File: src/hdl/xspl_pkg.sv
// ----------------------------------------------------------------------------
// xspl_pkg
// shared types and constants of the padding length generator
// ----------------------------------------------------------------------------
package xspl_pkg;

  localparam int unsigned STREAM_MAX_LEN = 1440;
  localparam int unsigned TIER_HI_LEN    = 1300;
  localparam int unsigned TIER_MID_LEN   = 900;
  localparam int unsigned TIER_LO_LEN    = 400;
  localparam logic [9:0]  TIER_HI        = 10'd31;
  localparam logic [9:0]  TIER_MID       = 10'd127;
  localparam logic [9:0]  TIER_LO        = 10'd521;
  localparam logic [9:0]  TIER_MIN       = 10'd1021;
  localparam logic [9:0]  DGRAM_MOD      = 10'd127;
  localparam logic [33:0] START_MOD      = 34'd8589934609;

  localparam int unsigned SHL_A = 23;
  localparam int unsigned SHR_B = 17;
  localparam int unsigned SHR_C = 26;

  localparam int unsigned NUM_WARM  = 4;
  localparam int unsigned GEN_CELLS = NUM_WARM + 2;
  localparam int unsigned DIV_BITS  = 4;
  localparam int unsigned AB_CELLS  = 64 / DIV_BITS;
  // 34-bit remainder sits in the top 40 dividend bits
  localparam int unsigned C_CELLS   = 40 / DIV_BITS;

  typedef struct packed {
    logic       valid;
    logic       dgram;
    logic       skip;
    logic       len_nz;
    logic [9:0] tier;
    logic [9:0] pad;
  } side_t;

  typedef struct packed {
    logic [63:0] s0;
    logic [63:0] s1;
    logic [63:0] draw_a;
    logic [63:0] draw_b;
  } gen_t;

  typedef struct packed {
    logic [63:0] v;
    logic [33:0] r;
    logic [33:0] d;
  } mod_t;

endpackage

File: src/hdl/xspl_gen_cell.sv
// ----------------------------------------------------------------------------
// xspl_gen_cell
// one xorshift128+ step per cell, captures the draws it is assigned
// ----------------------------------------------------------------------------
module xspl_gen_cell (
  input  logic            clk,
  input  logic            rst_n,
  input  logic            en,
  input  logic [2:0]      step,
  input  xspl_pkg::side_t side_in,
  input  xspl_pkg::gen_t  gen_in,
  output xspl_pkg::side_t side_r,
  output xspl_pkg::gen_t  gen_r
);

  logic [63:0] x1, x2, sum;
  xspl_pkg::gen_t gen_nxt;

  always_comb begin
    x1  = gen_in.s0 ^ (gen_in.s0 << xspl_pkg::SHL_A);
    x2  = x1 ^ gen_in.s1 ^ (x1 >> xspl_pkg::SHR_B) ^ (gen_in.s1 >> xspl_pkg::SHR_C);
    sum = x2 + gen_in.s1;
    gen_nxt    = gen_in;
    gen_nxt.s0 = gen_in.s1;
    gen_nxt.s1 = x2;
    if ((side_in.dgram && step == 3'd0) ||
        (!side_in.dgram && step == 3'(xspl_pkg::NUM_WARM))) begin
      gen_nxt.draw_a = sum;
    end
    if (step == 3'(xspl_pkg::NUM_WARM + 1)) begin
      gen_nxt.draw_b = sum;
    end
  end

  always_ff @(posedge clk) begin
    if (!rst_n) begin
      side_r.valid <= 1'b0;
    end else if (en) begin
      side_r <= side_in;
    end
    if (en) begin
      gen_r <= gen_nxt;
    end
  end

endmodule

File: config.mk
export PLATFORM = sky130hd
export DESIGN_NAME = xspl_gen_cell
export DESIGN_NICKNAME = d
export VERILOG_FILES = /design/src/hdl/xspl_pkg.sv /design/src/hdl/xspl_gen_cell.sv
export SDC_FILE = /design/constraint.sdc
export NUM_CORES = 1
export LEC_CHECK = 0
export BUFFER_PORTS_ARGS = -buffer_cell sky130_fd_sc_hd__clkbuf_2
export CAP_MARGIN = 25
export CELL_PAD_IN_SITES_DETAIL_PLACEMENT = 2
export CELL_PAD_IN_SITES_GLOBAL_PLACEMENT = 2
export CORE_MARGIN = 3
export CORE_UTILIZATION = 31
export CTS_BUF_LIST = sky130_fd_sc_hd__clkbuf_16
export CTS_CLUSTER_DIAMETER = 120
export DETAILED_ROUTE_END_ITERATION = 8
export HOLD_SLACK_MARGIN = 0.12
export PLACE_DENSITY = 0.77
export SLEW_MARGIN = 20
export SYNTH_ARGS = -nofsm -noshare
export SYNTH_HDL_FRONTEND = slang
export SYNTH_SLANG_ARGS = --single-unit
File: constraint.sdc
create_clock -name clk -period 3.8 [get_ports clk]
set_clock_uncertainty 0.2 [all_clocks]
set_input_delay 0.19 -clock clk [delete_from_list [all_inputs] [get_ports clk]]
set_output_delay 0.19 -clock clk [all_outputs]
set_load 0.1 [all_outputs]
### Word level (Yosys, flattened, before mapping)

Cells that the tools add are included.

* logic and storage cells: 25
* input bits: 286
* register bits: 280
* output and inout port bits: 280

* multiplexer cells: 2
* equal/unequal tests: 2
* add/subtract/negate cells: 1
* reductions and logical operators: 6
* bitwise logic cells: 4

Operators with widths (number)
* $mux W64: 2
* $xor A64 B64 Y64: 2
* $add A64 B64 Y64: 1
* $xor A64 B38 Y64: 1
* $xor A64 B47 Y64: 1
* $eq A3 B3 Y1 const B: 2
* $logic_not A3 Y1: 1
* $logic_and A1 B1 Y1: 2
* $reduce_and A2 Y1: 1
* $logic_not A1 Y1: 1
* $logic_or A1 B1 Y1: 1

### Depth between registers and ports, before layout

* depth after elaboration: 6
* mapped depth: 14

### Least setup slack after synthesis

OpenSTA, ideal clock, no wires.

* path kind: in2reg
* start point: input port gen_in[209] (netlist bit)
* end point: register gen_r[124] (netlist bit), data pin
* required time: 3341 ps
* arrival time: 2844 ps
* cell stages on the path: 14
* path slack: 497 ps
* cell sequence: xor2_1 xnor2_1 ha_1 inv_1 fa_1 nand2b_1 a21oi_1 o21ai_1 o311a_1 nor4b_2 o21ai_0 nand3_2 nor2_1 a211o_1

RTL lines
* start: declaration: RTL line xspl_gen_cell.sv:11 `input xspl_pkg::gen_t gen_in,`
* end signal: assignment: RTL line xspl_gen_cell.sv:42 `gen_r <= gen_nxt;`
* end: declaration: RTL line xspl_gen_cell.sv:13 `output xspl_pkg::gen_t gen_r`

==> results.md <==
* Status: complete, but fails checks
* Failing checks: setup timing
* I/O pins at between 500 and 600
* DRC at 0
* Ordered list of cells on the worst path: clkbuf_4 > xnor2_1 > xnor2_1 > xnor2_1 > buf_4 > ha_1 > a21oi_1 > o21ai_0 > a21oi_1 > o211ai_1 > a221o_1 > or3_1 > a21oi_2 > xor2_1 > buf_4 > o21ai_1
* Post-synth EDFFs at approximately 280
* Fraction of layout cells with a size suffix above 1 at 0.4378
* Final hold vios at 0
* Final Cycle Share at 1.067
* Internal power at 8.438 mW
* CTS tree: yes
* Most used cell, CP: xnor2_1
* Slowest stage cell, crit path: a221o_1
* Top cells by area, synth: edfxtp_1, xnor2_1, ha_1
* Pin count of the biggest net entering global routing at 92
* Synthesized cell area at around 15,000 sq um
* Sequential power share at 0.242
* P&R area growth vs syn at 70.30%
* CTS root buffer: clkbuf_16
* DRT Pass-1 Iters at 5
* Sw Share at 0.4976
* Placed instance count at 2,946
* Fin crit period at about 4.1 ns
* Vias in the first global route at a little over 20,000
* Worst setup margin at -0.2538 ns
* WS Path Type: primary input to flip-flop
* NumNets Final at slightly below 3,000
* Fin util at 0.5359
* Initial core utilization at 0.3147
* Post-Syn Instances at 1,371
* Std-Cell Core Area at around 49,000 sq um
* Switching pwr at 8.359 mW
* Count leader, synth: edfxtp_1
* P_leak at ~12 nW
* Initial antenna violation count at 9
* Dpl hpwl at a little under 70,000 um
* Worst path bufs/invs at 3
* Die W at about 230 um
* Post-synthesis area per instance at roughly 11 sq um
* Die height at ~230 um
* Fin. max-slew vios at 0
* Seq cells post-synth at 280
* Non-filler instance count after layout at ~3,300
* # rows at 81
* Clk sinks at 280
* GP Congestion at just over 0.9
* Total grt overflow at 0
* Clock Path Buffers at 3
* Crit path max fanout at 5
* CP startpoint kind: primary input
* Cell variety after synth at between 70 and 80
* Avg WL per Cell at ~36 um
* Worst Path Required at 3.86 ns
* Crit. End Element: flip-flop
* Num CTS Buffers at 35
* Iter 0 DRT Violations at ~1,600
* Synth cell count leaders: edfxtp_1, xnor2_1, nand2_1
* Worst slew margin at 0.3165
* Max IR drop VDD at between 400 and 500 uV
* Syn_nets at ~1,700
* Ys async rst share at 0
* CP delay by family, top: compound AO/OA/AOI/OAI gates
* Max incr delay on CP at ~0.47 ns
* Max cap viols at 0
* Dominant cell type by area after synthesis: edfxtp_1
* Final setup fails at 40
* CTS HTree Levels at 2
* Tot Pwr at ~17 mW
* PD cells at 637.7 nW/um^2
* Part of the Yosys area used for sequential elements at 0.5429
* Yosys warning count at 0
* Routed vias/inst at approximately 5.7
* Logic pwr share at 0.556
* Place WS at -0.6940 ns
* I/O Buffers at approximately 570
* Final ANT Viol Nets at 0
* Drt total wl at about 120,000 um
* Clock-pin slew on the worst setup and hold paths at 0.08 ns
* Synth Flop Type: edfxtp_1
* Global-route wire length before repair at between 150,000 and 200,000 um
* Peak Freq at between 200 and 250 MHz
* Worst path arrival time at 4.12 ns
* Worst hold margin at about 0.14 ns
* Clock Power Share at 0.202
* Worst-Margin Slew at a little over 1 ns
* GRT Util Overall at 0.3938
* DIE AREA at roughly 53,000 sq um
* Worst Hold Class: primary input to flip-flop
* Clock latency on the worst-skew pair at 0.55 ns
* Via count at around 19,000
* Synth top area share at 0.5416
-- layout make-up --
cell class	count	area, sq um
fillers	4864	22810
diodes	5	12.51
flip-flops and latches	280	8398
inverters	32	120.1
repair buffers	1209	8383
well taps	664	830.8
multi-input cells	1012	7567
clock buffers	35	875.8
clock inverters	27	155.1
-- layout by cell type, fill, tap and decap left out, types with 9 or more instances in the layout --
master / Yosys / layout
a21o_1: 12 / 12
ha_1: 66 / 50
mux2i_1: 14 / 13
o21a_1: 10 / 10
a21oi_2: 2 / 14
o21ai_1: 19 / 24
nor2_1: 47 / 46
dlygate4sd3_1: 0 / 246
nand3_1: 14 / 13
nor3_1: 15 / 11
xnor2_1: 204 / 163
inv_1: 32 / 42
nand4_1: 27 / 27
a21oi_1: 74 / 58
edfxtp_1: 279 / 279
ha_4: 0 / 9
nand2_1: 190 / 189
buf_4: 0 / 393
xnor2_2: 1 / 38
clkbuf_16: 0 / 35
clkbuf_2: 2 / 559
o21ai_0: 147 / 137
xor2_1: 48 / 41
-- worst paths after layout --
path / from / endpoint / slack [ns] / depth (start not counted)
hold reg to reg: side_r[23]$_SDFFE_PN0P_ / side_r[23]$_SDFFE_PN0P_ / 0.90 / 3
hold / removal: gen_in[202] / gen_r[138]$_DFFE_PP_ / 0.14 / 4
setup reg to reg: side_r[23]$_SDFFE_PN0P_ / side_r[23]$_SDFFE_PN0P_ / 2.43 / 3
setup / recovery: gen_in[155] / gen_r[114]$_DFFE_PP_ / -0.25 / 16
-- routing by layer --
layer	part of all wire	global-route usage	wire length, um	vias to the layer above
li1	-	-	-	7391
met1	0.34	0.4207	40030	9405
met2	0.49	0.7042	58420	1337
met3	0.077	0.08893	9185	579
met4	0.092	0.2433	10930	8
met5	0.00041	0	49	-
-- logic make-up after synthesis --
logic type      count (synthesis)  synth area share
flops                         280            0.5429
simple gates                  346            0.1011
xor+xnor                      253            0.1437
buf+inv                        79           0.02014
mux                            17           0.01140
compound gates                329            0.1260
fa+ha+maj                      67           0.05468
-- metrics by stage --
stage	setup TNS [ns]	instance area [sq um]
floorplan	0	15470
global placement	-20.87	21970
detailed placement	-32.07	21970
CTS	0	25480
global route	-5.300	26340
finish	-3.954	26340
-- registers in the layout, summed over array words and instances, names as in the netlist --
register / flops
side_r: 24
gen_r: 256
-- what timing repair did --
action                                 4_1_cts  5_1_grt
pin swaps                                    0       23
endpoints found under the hold margin      306        4
hold buffers                               246        4
setup endpoints to repair                    7       87
setup buffers                                0        5
resized for setup                            2      140
-- worst register-to-register path, cell delays in order (launching register included) --
cell and delay [ns]:
dfxtp_1 0.32, mux2i_1 0.15, nor2b_1 0.06, dlygate4sd3_1 0.54
-- power groups by stage --
stage                     logic (mW)  clock network (mW)  registers, mW
after floorplan                 2.05                   0           6.57
after global placement          7.62                   0           4.03
after detailed placement        7.85                   0           4.05
after CTS                       8.16                3.21           4.00
after global routing            9.47                3.48           4.08
final                           9.35                3.39           4.06
Power figures use the tool's default switching activity.
