$ cat src/hdl/xspl_pkg.sv
// ----------------------------------------------------------------------------
// xspl_pkg
// shared types and constants of the padding length generator
// ----------------------------------------------------------------------------
package xspl_pkg;

  localparam int unsigned STREAM_MAX_LEN = 1440;
  localparam int unsigned TIER_HI_LEN    = 1300;
  localparam int unsigned TIER_MID_LEN   = 900;
  localparam int unsigned TIER_LO_LEN    = 400;
  localparam logic [9:0]  TIER_HI        = 10'd31;
  localparam logic [9:0]  TIER_MID       = 10'd127;
  localparam logic [9:0]  TIER_LO        = 10'd521;
  localparam logic [9:0]  TIER_MIN       = 10'd1021;
  localparam logic [9:0]  DGRAM_MOD      = 10'd127;
  localparam logic [33:0] START_MOD      = 34'd8589934609;

  localparam int unsigned SHL_A = 23;
  localparam int unsigned SHR_B = 17;
  localparam int unsigned SHR_C = 26;

  localparam int unsigned NUM_WARM  = 4;
  localparam int unsigned GEN_CELLS = NUM_WARM + 2;
  localparam int unsigned DIV_BITS  = 4;
  localparam int unsigned AB_CELLS  = 64 / DIV_BITS;
  // 34-bit remainder sits in the top 40 dividend bits
  localparam int unsigned C_CELLS   = 40 / DIV_BITS;

  typedef struct packed {
    logic       valid;
    logic       dgram;
    logic       skip;
    logic       len_nz;
    logic [9:0] tier;
    logic [9:0] pad;
  } side_t;

  typedef struct packed {
    logic [63:0] s0;
    logic [63:0] s1;
    logic [63:0] draw_a;
    logic [63:0] draw_b;
  } gen_t;

  typedef struct packed {
    logic [63:0] v;
    logic [33:0] r;
    logic [33:0] d;
  } mod_t;

endpackage

$ cat src/hdl/xspl_mod_cell.sv
// ----------------------------------------------------------------------------
// xspl_mod_cell
// remainder cell, folds four dividend bits into the partial remainder
// ----------------------------------------------------------------------------
module xspl_mod_cell (
  input  logic           clk,
  input  logic           en,
  input  xspl_pkg::mod_t mod_in,
  output xspl_pkg::mod_t mod_r
);

  xspl_pkg::mod_t mod_nxt;
  logic [34:0]    t;

  always_comb begin
    mod_nxt = mod_in;
    t       = '0;
    for (int i = 0; i < xspl_pkg::DIV_BITS; i++) begin
      t = {mod_nxt.r, mod_nxt.v[63]};
      if (t >= {1'b0, mod_nxt.d}) begin
        t = t - {1'b0, mod_nxt.d};
      end
      mod_nxt.r = t[33:0];
      mod_nxt.v = {mod_nxt.v[62:0], 1'b0};
    end
  end

  always_ff @(posedge clk) begin
    if (en) begin
      mod_r <= mod_nxt;
    end
  end

endmodule

$ cat config.mk
export PLATFORM = sky130hd
export DESIGN_NAME = xspl_mod_cell
export DESIGN_NICKNAME = d
export VERILOG_FILES = /design/src/hdl/xspl_pkg.sv /design/src/hdl/xspl_mod_cell.sv
export SDC_FILE = /design/constraint.sdc
export NUM_CORES = 1
export LEC_CHECK = 0
export BUFFER_PORTS_ARGS = -buffer_cell sky130_fd_sc_hd__buf_2
export CAP_MARGIN = 40
export CORE_ASPECT_RATIO = 1.2
export CORE_MARGIN = 4
export CORE_UTILIZATION = 52
export DETAILED_ROUTE_END_ITERATION = 8
export PLACE_DENSITY = 0.81
export SETUP_SLACK_MARGIN = 0.2
export SLEW_MARGIN = 20
export SYNTH_ARGS = -nofsm -noshare
export SYNTH_HDL_FRONTEND = slang
export SYNTH_SLANG_ARGS = --single-unit
$ cat constraint.sdc
create_clock -name clk -period 21 [get_ports clk]
set_input_delay 4.2 -clock clk [delete_from_list [all_inputs] [get_ports clk]]
set_output_delay 4.2 -clock clk [all_outputs]
set_load 0.01 [all_outputs]
# Word level (Yosys, flattened, before mapping)
# Index checks and enable logic that the tools add are counted.
# classes
eq_ne	0
n_addsub	4
multipliers	0
n_reduce_logical	0
order_cmp	4
bitwise_logic	0
div_mod_pow	0
muxes	4
n_shift	0
# ops
operator	n
$ge A35 B34 Y1	4
$mux W34	4
$sub A34 B34 Y34	4
# totals
output_inout_bits	132
regBits	128
ram_bits	0
latchBits	0
memories	0
rom_bits	0
word_cells	15

# Depth between registers and ports, before layout
# Gate-level depths: netlist (run 1).
# logic_depth
depth_word	8
mapped_depth	57
ltp_nobuf	50

# Worst setup path before layout (run 1)
# No wires, ideal clock.
# synth_timing
kind	input-to-reg
start	input port mod_in[1] (netlist bit)
end	register mod_r[39] (netlist bit), data pin
arrival_time_ps	15592
setup_time_ps	260
slack_ps	5148
stages	52
t_required_ps	20740
path_buffers	7
cell_sequence	inv_1 > ha_1 > nor2b_1 > o31a_1 > o21ai_1 > a21oi_2 > a31o_1 > a31oi_4 > clkbuf_1 > mux2_2 > ha_1 > a211oi_1 > nor2_1 > nor2_1 > a31oi_1 > o21ba_1 > or2_1 > a221o_1 > [16 not listed] > nor2_1 > a21oi_1 > inv_1 > ha_1 > nor2b_1 > o31a_1 > or4_1 > nand2_1 > a31oi_1 > a221o_1 > a221oi_1 > o21a_1 > o21a_1 > o21ai_0 > a211o_1 > buf_6 > buf_6 > mux2_4
# synth_via
elab_chain_cells	8
elab_cells_between_ends	12
cone_classes	add/sub (4); order compare (4); mux (4)
# synth_rtl
item	line_no	source
start, declared	xspl_mod_cell.sv:8	input xspl_pkg::mod_t mod_in,
$sub A34 B34 Y34 or $ge A35 B34 Y1 (tied branches)	xspl_mod_cell.sv:21, xspl_mod_cell.sv:20	
$mux W34	xspl_mod_cell.sv:20	if (t >= {1'b0, mod_nxt.d}) begin
$sub A34 B34 Y34 or $ge A35 B34 Y1 (tied branches)	xspl_mod_cell.sv:21, xspl_mod_cell.sv:20	
$mux W34	xspl_mod_cell.sv:20	
$sub A34 B34 Y34 or $ge A35 B34 Y1 (tied branches)	xspl_mod_cell.sv:21, xspl_mod_cell.sv:20	
$mux W34	xspl_mod_cell.sv:20	
$sub A34 B34 Y34 or $ge A35 B34 Y1 (tied branches)	xspl_mod_cell.sv:21, xspl_mod_cell.sv:20	
$mux W34 (*)	xspl_mod_cell.sv:20	
net t[5]	xspl_mod_cell.sv:13	logic [34:0] t;
end signal, assigned	xspl_mod_cell.sv:30	mod_r <= mod_nxt;
end, declared	xspl_mod_cell.sv:9	output xspl_pkg::mod_t mod_r
# Mark *: on every way through the listed nets, which the timed path passes. The rest lies on a longest branch.
# A chain may end at the register's enable or synchronous reset.

# Worst setup path after layout (run 1)
# layout_timing
start	input port mod_in[1] (netlist bit)
end	register mod_r[40] (netlist bit), data pin
# The elaborated chain is that of the path after synthesis.

==> results.py, run 1 <==
metrics = {
    "global_route": {
        "grt_max_degree": 70,
        "track_usage_pct": 25.6,
        "grt_overflow": 0,
        "grt_pass1_wl_um": 54400,
        "antenna_found_initial": 0,
        "grt_pass1_vias": 10900,
    },
    "cells_and_area": {
        "fin_cells": 1918,
        "largest_reg_flops": 128,
        "layout_commonest_cell": "buf_2",
        "area_growth_pct": 17.8,
        "final_cell_mix": "buf_2 (260), ha_1 (136), a21oi_1 (128), edfxtp_1 (128), nand2_1 (113)",
        "final_net_count": 1864,
        "diodes": 0,
        "layout-drive-gt1-share_pct": 24.6,
        "regMostFlops": "mod_r",
        "reg_top3": "mod_r: 128 flops",
    },
    "die": {
        "row_count": 61,
        "die_x_um": 149,
        "dieArea_um2": 26400,
        "start_util_pct": 53.2,
        "io_pins": 266,
        "chipHeight_um": 177,
        "coreArea_um2": 23400,
    },
    "setup_path": {
        "worstPathRequired_ns": 21.17,
        "crit_family": "compound AO/OA/AOI/OAI gates",
        "cp_slowest_stage_delay_ns": 0.59,
        "cp.depth": 50,
        "critical_path.max_fanout": 47,
        "end_kind": "register",
        "crit_type": "input port to register",
        "critPathBufInv": 7,
        "cp_slowest_cell": "or3b_1",
        "startpoint_type": "input port",
        "cp.arrival_ns": 17.61,
    },
    "sta": {
        "post-route-period-util_pct": 83.0,
        "max_freq_mhz": 57.3,
        "finalSetupViolCount": 0,
        "relSlewSlack_pct": 52.4,
        "fin_crit_ns": 17.44,
        "rsz0062_at_grt": "false",
        "hold_viol": 0,
        "worst_pin_slew_ns": 0.709,
        "final_max_slew_viol_count": 0,
        "finalSetupTns_ns": 0,
        "fin_ws_ns": 3.56,
    },
    "yosys": {
        "synth_area_leader_cell": "edfxtp_1",
        "synth.avg_cell_area_um2": 9.31,
        "yosys_register_bits": 128,
        "synth_edf_count": 128,
        "synth_warnings": 0,
        "synthesis.area_um2": 12400,
        "netlist-cell-type-count": 74,
        "postSynth.asyncResetShare_pct": 0,
        "yosysTopAreaCellShare_pct": 31.0,
        "syn_inst": 1334,
        "ys_top_cells_by_area": "edfxtp_1 (31%), ha_1 (14%), xnor2_1 (5.5%)",
        "synth_ff_type": "edfxtp_1",
        "yosysSeqAreaShare_pct": 31.0,
    },
    "placed_design": {
        "numPortBuffers": 261,
        "dp_cells": 1886,
        "gp_congestion": 0.962,
        "hpwl_um": 28200,
        "place_worst_setup_slack_ns": 3.28,
    },
    "pwr": {
        "p_per_area_nw_per_um2": 187,
        "ir_drop_v": 0.000112,
        "p_leak_uw": 0.00658,
    },
    "clock_network": {
        "clock_sinks": 128,
        "cts_hold_buf": 0,
        "clockBufferDepth": 2,
        "path_clk_slew_ns": 0.07,
        "cts_buffers": 17,
        "post_cts_buffers": 0,
        "cts_resized": 0,
        "cts_tree": "yes",
        "ctsRootBufferMaster": "clkbuf_16",
        "htreeDepth": 4,
    },
    "routing": {
        "drt_first_pass_iters": 7,
        "vias": 11300,
        "drtIter0Drc": 995,
        "met1_length_um": 14700,
        "wl_met3_um": 2490,
        "vias_per_cell": 5.90,
        "wl_um": 34800,
        "top_layer_used": "met4",
        "wire_per_inst_um": 18.1,
        "drc": 0,
        "wl_met2_um": 16600,
        "antenna_left": 0,
    },
    "min_path": {
        "hold_class": "input port to register",
        "holdPathStages": 1,
    },
    "run_status": {
        "status": "finished clean",
    },
    "flow_run": {
        "drv_cap": 0,
    },
}
## per-stage QoR
stage | total power, uW | cell area [um2] | hold slack [ns] | utilization (%)
2_1_floorplan | 2030 | 12400 | 4.30 | -
3_3_place_gp | 2340 | 14000 | 4.38 | 60.0
3_5_place_dp | 2400 | 14000 | 4.38 | 60.1
4_1_cts | 2720 | 14600 | 3.93 | 62.6
5_1_grt | 2950 | 14600 | 3.92 | 62.6
6_report | 2740 | 14600 | 3.94 | 62.6
## area by class of cell
cell class,instances,area (um2)
sequential,128,3840
inverter,81,304
fill,2041,8730
tap,315,394
timing repair buffer,267,1370
clock buffer,17,425
clock inverter,15,168
multi-input combinational,1095,8120
## power breakdown
part           total, uW  internal [uW]  switching, uW
registers            415            404           11.5
logic               2020            985           1030
clock network        304            169            134
## layer usage
metal | GRT usage [%] | vias to the layer above
li1 | - | 5518
met1 | 32.9 | 5242
met3 | 3.36 | 66
met2 | 44.0 | 482
met4 | 9.08 | 0
met5 | 0 | -
## path summary, 6_finish.rpt
kind | start | to
max | mod_in[1] | mod_r[40]$_DFFE_PP_
min | mod_in[96] | mod_r[100]$_DFFE_PP_
## cells by family (layout without fill, tap and decap cells)
family	count (synthesis)	in the layout	synth area share, %
AO/OA/AOI/OAI	418	418	21.1
adder cells (fa/ha/maj)	140	140	14.3
buffers and inverters	114	380	3.88
flip-flops	128	128	31.0
XOR/XNOR	118	118	8.32
AND/OR/NAND/NOR	330	330	12.9
multiplexers	85	85	8.47
other	1	4	0.0302
## cells in the mapped netlist, types with 3 or more instances
master / count
mux2i_1: 8
fa_1: 4
nand3_1: 24
o31a_1: 3
buf_4: 4
buf_6: 4
nand2_1: 113
inv_1: 81
mux2_2: 49
a211oi_1: 11
buf_2: 7
a31oi_1: 19
nor4_1: 7
nor2_1: 66
o21ai_1: 3
a221o_1: 6
a211o_1: 8
o211ai_1: 7
and3_1: 12
a21o_1: 39
o21a_1: 22
a221oi_1: 4
xnor2_1: 78
nor2b_1: 20
ha_1: 136
o31ai_1: 7
nand2b_1: 15
nand4_1: 27
and2_1: 5
nor3b_1: 3
o21bai_1: 23
o21ai_0: 105
xor2_1: 40
edfxtp_1: 128
a21oi_1: 128
or2_2: 6
clkbuf_1: 17
o22ai_1: 3
nor3_1: 18
mux2_4: 28
Power figures use the tool's default switching activity.
==> run 2, diff against run 1 <==
Clock period 21 ns to 16.6 ns, I/O delays scaled along.
==> run 2 against run 1 <==
Non-clock buffer count is 6 higher. Wire length is 4.9% higher. First-iteration DRC count is 17% lower. Critical path type unchanged. Count of clock-buffer cells in the layout stayed put.
==> results.py, run 2 (same netlist as run 1, synthesis figures left out) <==
metrics = {
    "cells_and_area": {
        "layout_commonest_cell": "buf_2",
        "final_cell_mix": "buf_2 (260), ha_1 (136), a21oi_1 (128), edfxtp_1 (128), nand2_1 (113)",
        "fin_cells": 1926,
        "area_growth_pct": 18.2,
        "diodes": 0,
        "final_net_count": 1872,
        "largest_reg_flops": 128,
        "fillers": 2031,
        "regMostFlops": "mod_r",
        "fin_util_pct": 62.8,
        "reg_top3": "mod_r: 128 flops",
        "layout-drive-gt1-share_pct": 25.1,
        "regArea_um2": 3840,
        "multi_input_area_um2": 8160,
    },
    "routing": {
        "drtIter0Drc": 828,
        "wl_met3_um": 2600,
        "wl_met2_um": 17800,
        "met1_length_um": 15000,
        "wl_um": 36500,
        "drc": 0,
        "vias": 11400,
        "drt_first_pass_iters": 6,
        "antenna_left": 0,
        "wire_per_inst_um": 18.9,
        "vias_per_cell": 5.93,
        "top_layer_used": "met4",
    },
    "sta": {
        "worst_pin_slew_ns": 1.16,
        "fin_crit_ns": 15.71,
        "post-route-period-util_pct": 94.6,
        "relSlewSlack_pct": 21.5,
        "fin_ws_ns": 0.888,
        "hold_viol": 0,
        "finalSetupViolCount": 0,
        "final_max_slew_viol_count": 0,
        "finalSetupTns_ns": 0,
        "rsz0062_at_grt": "false",
        "max_freq_mhz": 63.6,
    },
    "pwr": {
        "intPower_uw": 1970,
        "seqPwrFrac_pct": 15.0,
        "p_leak_uw": 0.00661,
        "combPwrFrac_pct": 74.5,
        "clkPwrFrac_pct": 10.5,
        "switchingPower_uw": 1530,
        "ir_drop_v": 0.000160,
        "p_per_area_nw_per_um2": 239,
        "sw_frac_of_total_pct": 43.8,
    },
    "global_route": {
        "grt_overflow": 0,
        "grt_max_degree": 72,
        "antenna_found_initial": 0,
        "grt_pass1_wl_um": 55600,
        "track_usage_pct": 26.1,
        "grt_pass1_vias": 11000,
    },
    "setup_path": {
        "cp_common_cell": "a31oi_1",
        "end_kind": "register",
        "startpoint": "mod_in[26]",
        "cp.arrival_ns": 15.88,
        "cp_slowest_stage_delay_ns": 0.79,
        "cp_slowest_cell": "nor4_1",
        "startpoint_type": "input port",
        "crit_type": "input port to register",
        "critical_path.max_fanout": 34,
        "worstPathRequired_ns": 16.76,
    },
    "clock_network": {
        "ctsRootBufferMaster": "clkbuf_16",
        "htreeDepth": 4,
        "cts_buffers": 17,
        "clockBufferDepth": 2,
        "cts_tree": "yes",
        "path_clk_slew_ns": 0.07,
        "cts_hold_buf": 0,
        "clock_sinks": 128,
    },
    "placed_design": {
        "hpwl_um": 28800,
        "dp_cells": 1890,
        "gp_congestion": 0.938,
        "numPortBuffers": 261,
        "place_worst_setup_slack_ns": 0.336,
    },
    "min_path": {
        "hold_class": "input port to register",
        "min_from": "mod_in[75]",
    },
    "die": {
        "io_pins": 266,
        "coreArea_um2": 23400,
        "start_util_pct": 53.2,
        "chipHeight_um": 177,
        "dieArea_um2": 26400,
        "die_x_um": 149,
        "row_count": 61,
    },
    "flow_run": {
        "drv_cap": 0,
    },
    "run_status": {
        "status": "finished clean",
    },
}
==> run 2: final cells by class <==
| type | instances | share of cell area (%) |
|---|---|---|
| sequential | 128 | 26.2 |
| clock inverter | 15 | 0.997 |
| clock buffer | 17 | 2.90 |
| multi-input combinational | 1097 | 55.6 |
| inverter | 81 | 2.07 |
| timing repair buffer | 273 | 9.58 |
| tap | 315 | 2.69 |
==> run 2: path summary, 6_finish.rpt <==
kind	to	slack (ns)	cells past startpoint
min	mod_r[79]$_DFFE_PP_	3.07	1
max	mod_r[44]$_DFFE_PP_	0.89	45
==> run 2: power by group through the flow <==
stage / Sequential, uW / Clock (uW) / Combinational [uW]
5_1_grt: 529 / 392 / 2850
2_1_floorplan: 570 / 0 / 2000
6_report: 524 / 369 / 2610
3_3_place_gp: 530 / 0 / 2450
3_5_place_dp: 531 / 0 / 2520
4_1_cts: 525 / 377 / 2550
==> run 2: metal layers <==
layer | global-route usage [%] | up-vias
met5 | 0 | -
met2 | 45.4 | 527
met4 | 9.54 | 0
met3 | 3.59 | 84
met1 | 33.1 | 5284
li1 | - | 5532
==> run 2: stage by stage <==
stage	area (um2)	hold WS, ns	power [uW]
final	14700	3.07	3500
after global placement	14100	3.50	2980
after global routing	14700	3.05	3770
after floorplan	12400	3.42	2570
after detailed placement	14100	3.50	3050
after CTS	14600	3.05	3450
==> run 2: critical path: cells and delay by family <==
family / cells / cell delay, ns
muxes: 3 / 1.01
buffers and inverters: 5 / 0.90
adders and majority gates: 4 / 1.62
and+or+nand+nor: 8 / 2.87
AOI/OAI and AO/OA: 25 / 6.09
==> run 2: repair_timing <==
| item | CTS | global route |
|---|---|---|
| resized for setup | 0 | 6 |
| setup endpoints to repair | 0 | 34 |
| setup buffers | 0 | 2 |
==> run 3, diff against run 2 <==
Settings changed: CORE_MARGIN 4 to 2, CTS_BUF_LIST set to sky130_fd_sc_hd__clkbuf_4 sky130_fd_sc_hd__clkbuf_8, HOLD_SLACK_MARGIN set to 0.03.
==> run 3 against run 2 <==
Fmax is 0.30% higher. Wire length is 3.7% lower. Combinational power is 2% lower. Total power is 3.6% lower. Via count is 0.86% lower. Worst setup slack better by 0.047 ns. Worst hold slack worse by 0.044 ns. Final cell count is 0.31% lower. Sequential power hardly changed. Global-route usage is 1.1 points higher. Critical path type unchanged. Count of clock-buffer cells in the layout is 1 higher. Clock power is 24% lower.
==> results.py, run 3 (same netlist as run 1, synthesis figures left out) <==
metrics = {
    "global_route": {
        "antenna_found_initial": 0,
        "grt_pass1_wl_um": 55200,
        "grt_overflow": 0,
        "grt_max_degree": 73,
        "track_usage_pct": 27.2,
        "grt_pass1_vias": 10900,
    },
    "clock_network": {
        "ctsRootBufferMaster": "clkbuf_8",
        "path_clk_slew_ns": 0.08,
        "cts_buffers": 17,
        "clock_sinks": 128,
        "cts_hold_buf": 0,
        "clockBufferDepth": 2,
        "htreeDepth": 4,
        "cts_tree": "yes",
    },
    "die": {
        "dieArea_um2": 25100,
        "start_util_pct": 53.2,
        "row_count": 61,
        "die_x_um": 145,
        "coreArea_um2": 23400,
        "io_pins": 266,
        "chipHeight_um": 173,
    },
    "sta": {
        "relSlewSlack_pct": 42.7,
        "fin_crit_ns": 15.66,
        "finalSetupViolCount": 0,
        "post-route-period-util_pct": 94.4,
        "hold_viol": 0,
        "worst_pin_slew_ns": 0.851,
        "max_freq_mhz": 63.8,
        "final_max_slew_viol_count": 0,
        "finalSetupTns_ns": 0,
        "rsz0062_at_grt": "false",
        "fin_ws_ns": 0.935,
    },
    "pwr": {
        "ir_drop_v": 0.000132,
        "combPwrFrac_pct": 76.1,
        "sw_frac_of_total_pct": 43.3,
        "clkPwrFrac_pct": 8.3,
        "seqPwrFrac_pct": 15.5,
        "switchingPower_uw": 1460,
        "p_per_area_nw_per_um2": 233,
        "p_leak_uw": 0.00652,
        "intPower_uw": 1910,
    },
    "cells_and_area": {
        "largest_reg_flops": 128,
        "fin_cells": 1920,
        "area_growth_pct": 16.5,
        "regMostFlops": "mod_r",
        "final_net_count": 1867,
        "fin_area_um2": 14500,
        "reg_top3": "mod_r: 128 flops",
        "diodes": 0,
        "final_cell_mix": "buf_2 (260), ha_1 (136), a21oi_1 (128), edfxtp_1 (128), nand2_1 (113)",
        "layout_commonest_cell": "buf_2",
        "layout-drive-gt1-share_pct": 24.7,
    },
    "routing": {
        "drt_first_pass_iters": 5,
        "vias": 11300,
        "antenna_left": 0,
        "wire_per_inst_um": 18.3,
        "wl_um": 35100,
        "drc": 0,
        "vias_per_cell": 5.90,
        "drtIter0Drc": 1061,
    },
    "placed_design": {
        "place_area_um2": 14000,
        "gp_congestion": 0.994,
        "dp_cells": 1887,
        "place_worst_setup_slack_ns": 0.380,
        "numPortBuffers": 261,
        "hpwl_um": 28400,
    },
    "setup_path": {
        "cp_common_cell": "o21ai_0",
        "cp_slowest_cell": "or4_1",
        "worstPathRequired_ns": 16.81,
        "crit_type": "input port to register",
        "cp.arrival_ns": 15.88,
        "startpoint_type": "input port",
        "end_kind": "register",
        "crit_family": "compound AO/OA/AOI/OAI gates",
        "critPathBufInv": 7,
        "cp_slowest_stage_delay_ns": 0.53,
        "critical_path.max_fanout": 40,
    },
    "min_path": {
        "min_from": "mod_in[74]",
        "hold_path_end": "mod_r[78]$_DFFE_PP_",
        "hold_class": "input port to register",
        "holdPathStages": 1,
    },
    "run_status": {
        "status": "finished clean",
    },
    "flow_run": {
        "drv_cap": 0,
    },
}
run 3: cell types whose count changed in the layout (fill, tap and decap cells not counted), sizes merged:
cell and delta:
a211oi -1, a31oi -1, buf -3, bufinv +3, clkbuf +1, clkinv +1
inv -6
run 3: how the worst max path moves through the flow:
stage / slack (ns) / startpoint / cells past startpoint / to
after detailed placement: 0.38 / mod_in[1] / 49 / mod_r[43]$_DFFE_PP_
after floorplan: 1.63 / mod_in[1] / 52 / mod_r[39]$_DFFE_PP_
after CTS: 0.85 / mod_in[1] / 49 / mod_r[43]$_DFFE_PP_
after global placement: 0.78 / mod_in[1] / 48 / mod_r[39]$_DFFE_PP_
after global routing: 0.20 / mod_in[1] / 49 / mod_r[43]$_DFFE_PP_
final: 0.94 / mod_in[1] / 48 / mod_r[43]$_DFFE_PP_
run 3: per-layer routing:
layer / global-route usage, % / part of all wire (%) / up-vias
li1: - / - / 5494
met1: 34.7 / 42 / 5272
met2: 46.9 / 48 / 495
met3: 3.87 / 7.2 / 68
met4: 10.6 / 3.0 / 0
met5: 0 / 0 / -
run 3: cell type report:
type                    instances  area (um2)
fillers                      2100        8890
multi-input cells            1095        8120
flip-flops and latches        128        3840
repair buffers                270        1400
well taps                     315         394
inverters                      81         304
clock buffers                  18         241
clock inverters                13         161
run 3: power groups by stage:
stage,Sequential [uW],Combinational [uW],Clock (uW)
after floorplan,570,2000,0
after global placement,530,2450,0
final,525,2570,281
after global routing,532,2790,299
after detailed placement,533,2510,0
after CTS,526,2520,286
run 3: per-stage QoR:
step	power [uW]	util, %	hold WS [ns]
after floorplan	2570	-	3.42
after global placement	2980	60.1	3.50
after detailed placement	3040	60.1	3.50
after CTS	3330	61.8	3.00
after global routing	3630	61.9	3.00
final	3380	61.9	3.03
run 3: what timing repair did:
| action | in CTS | in global routing |
|---|---|---|
| resized for setup | 0 | 2 |
| setup endpoints to repair | 0 | 34 |
| buffers inserted | 0 | 2 |
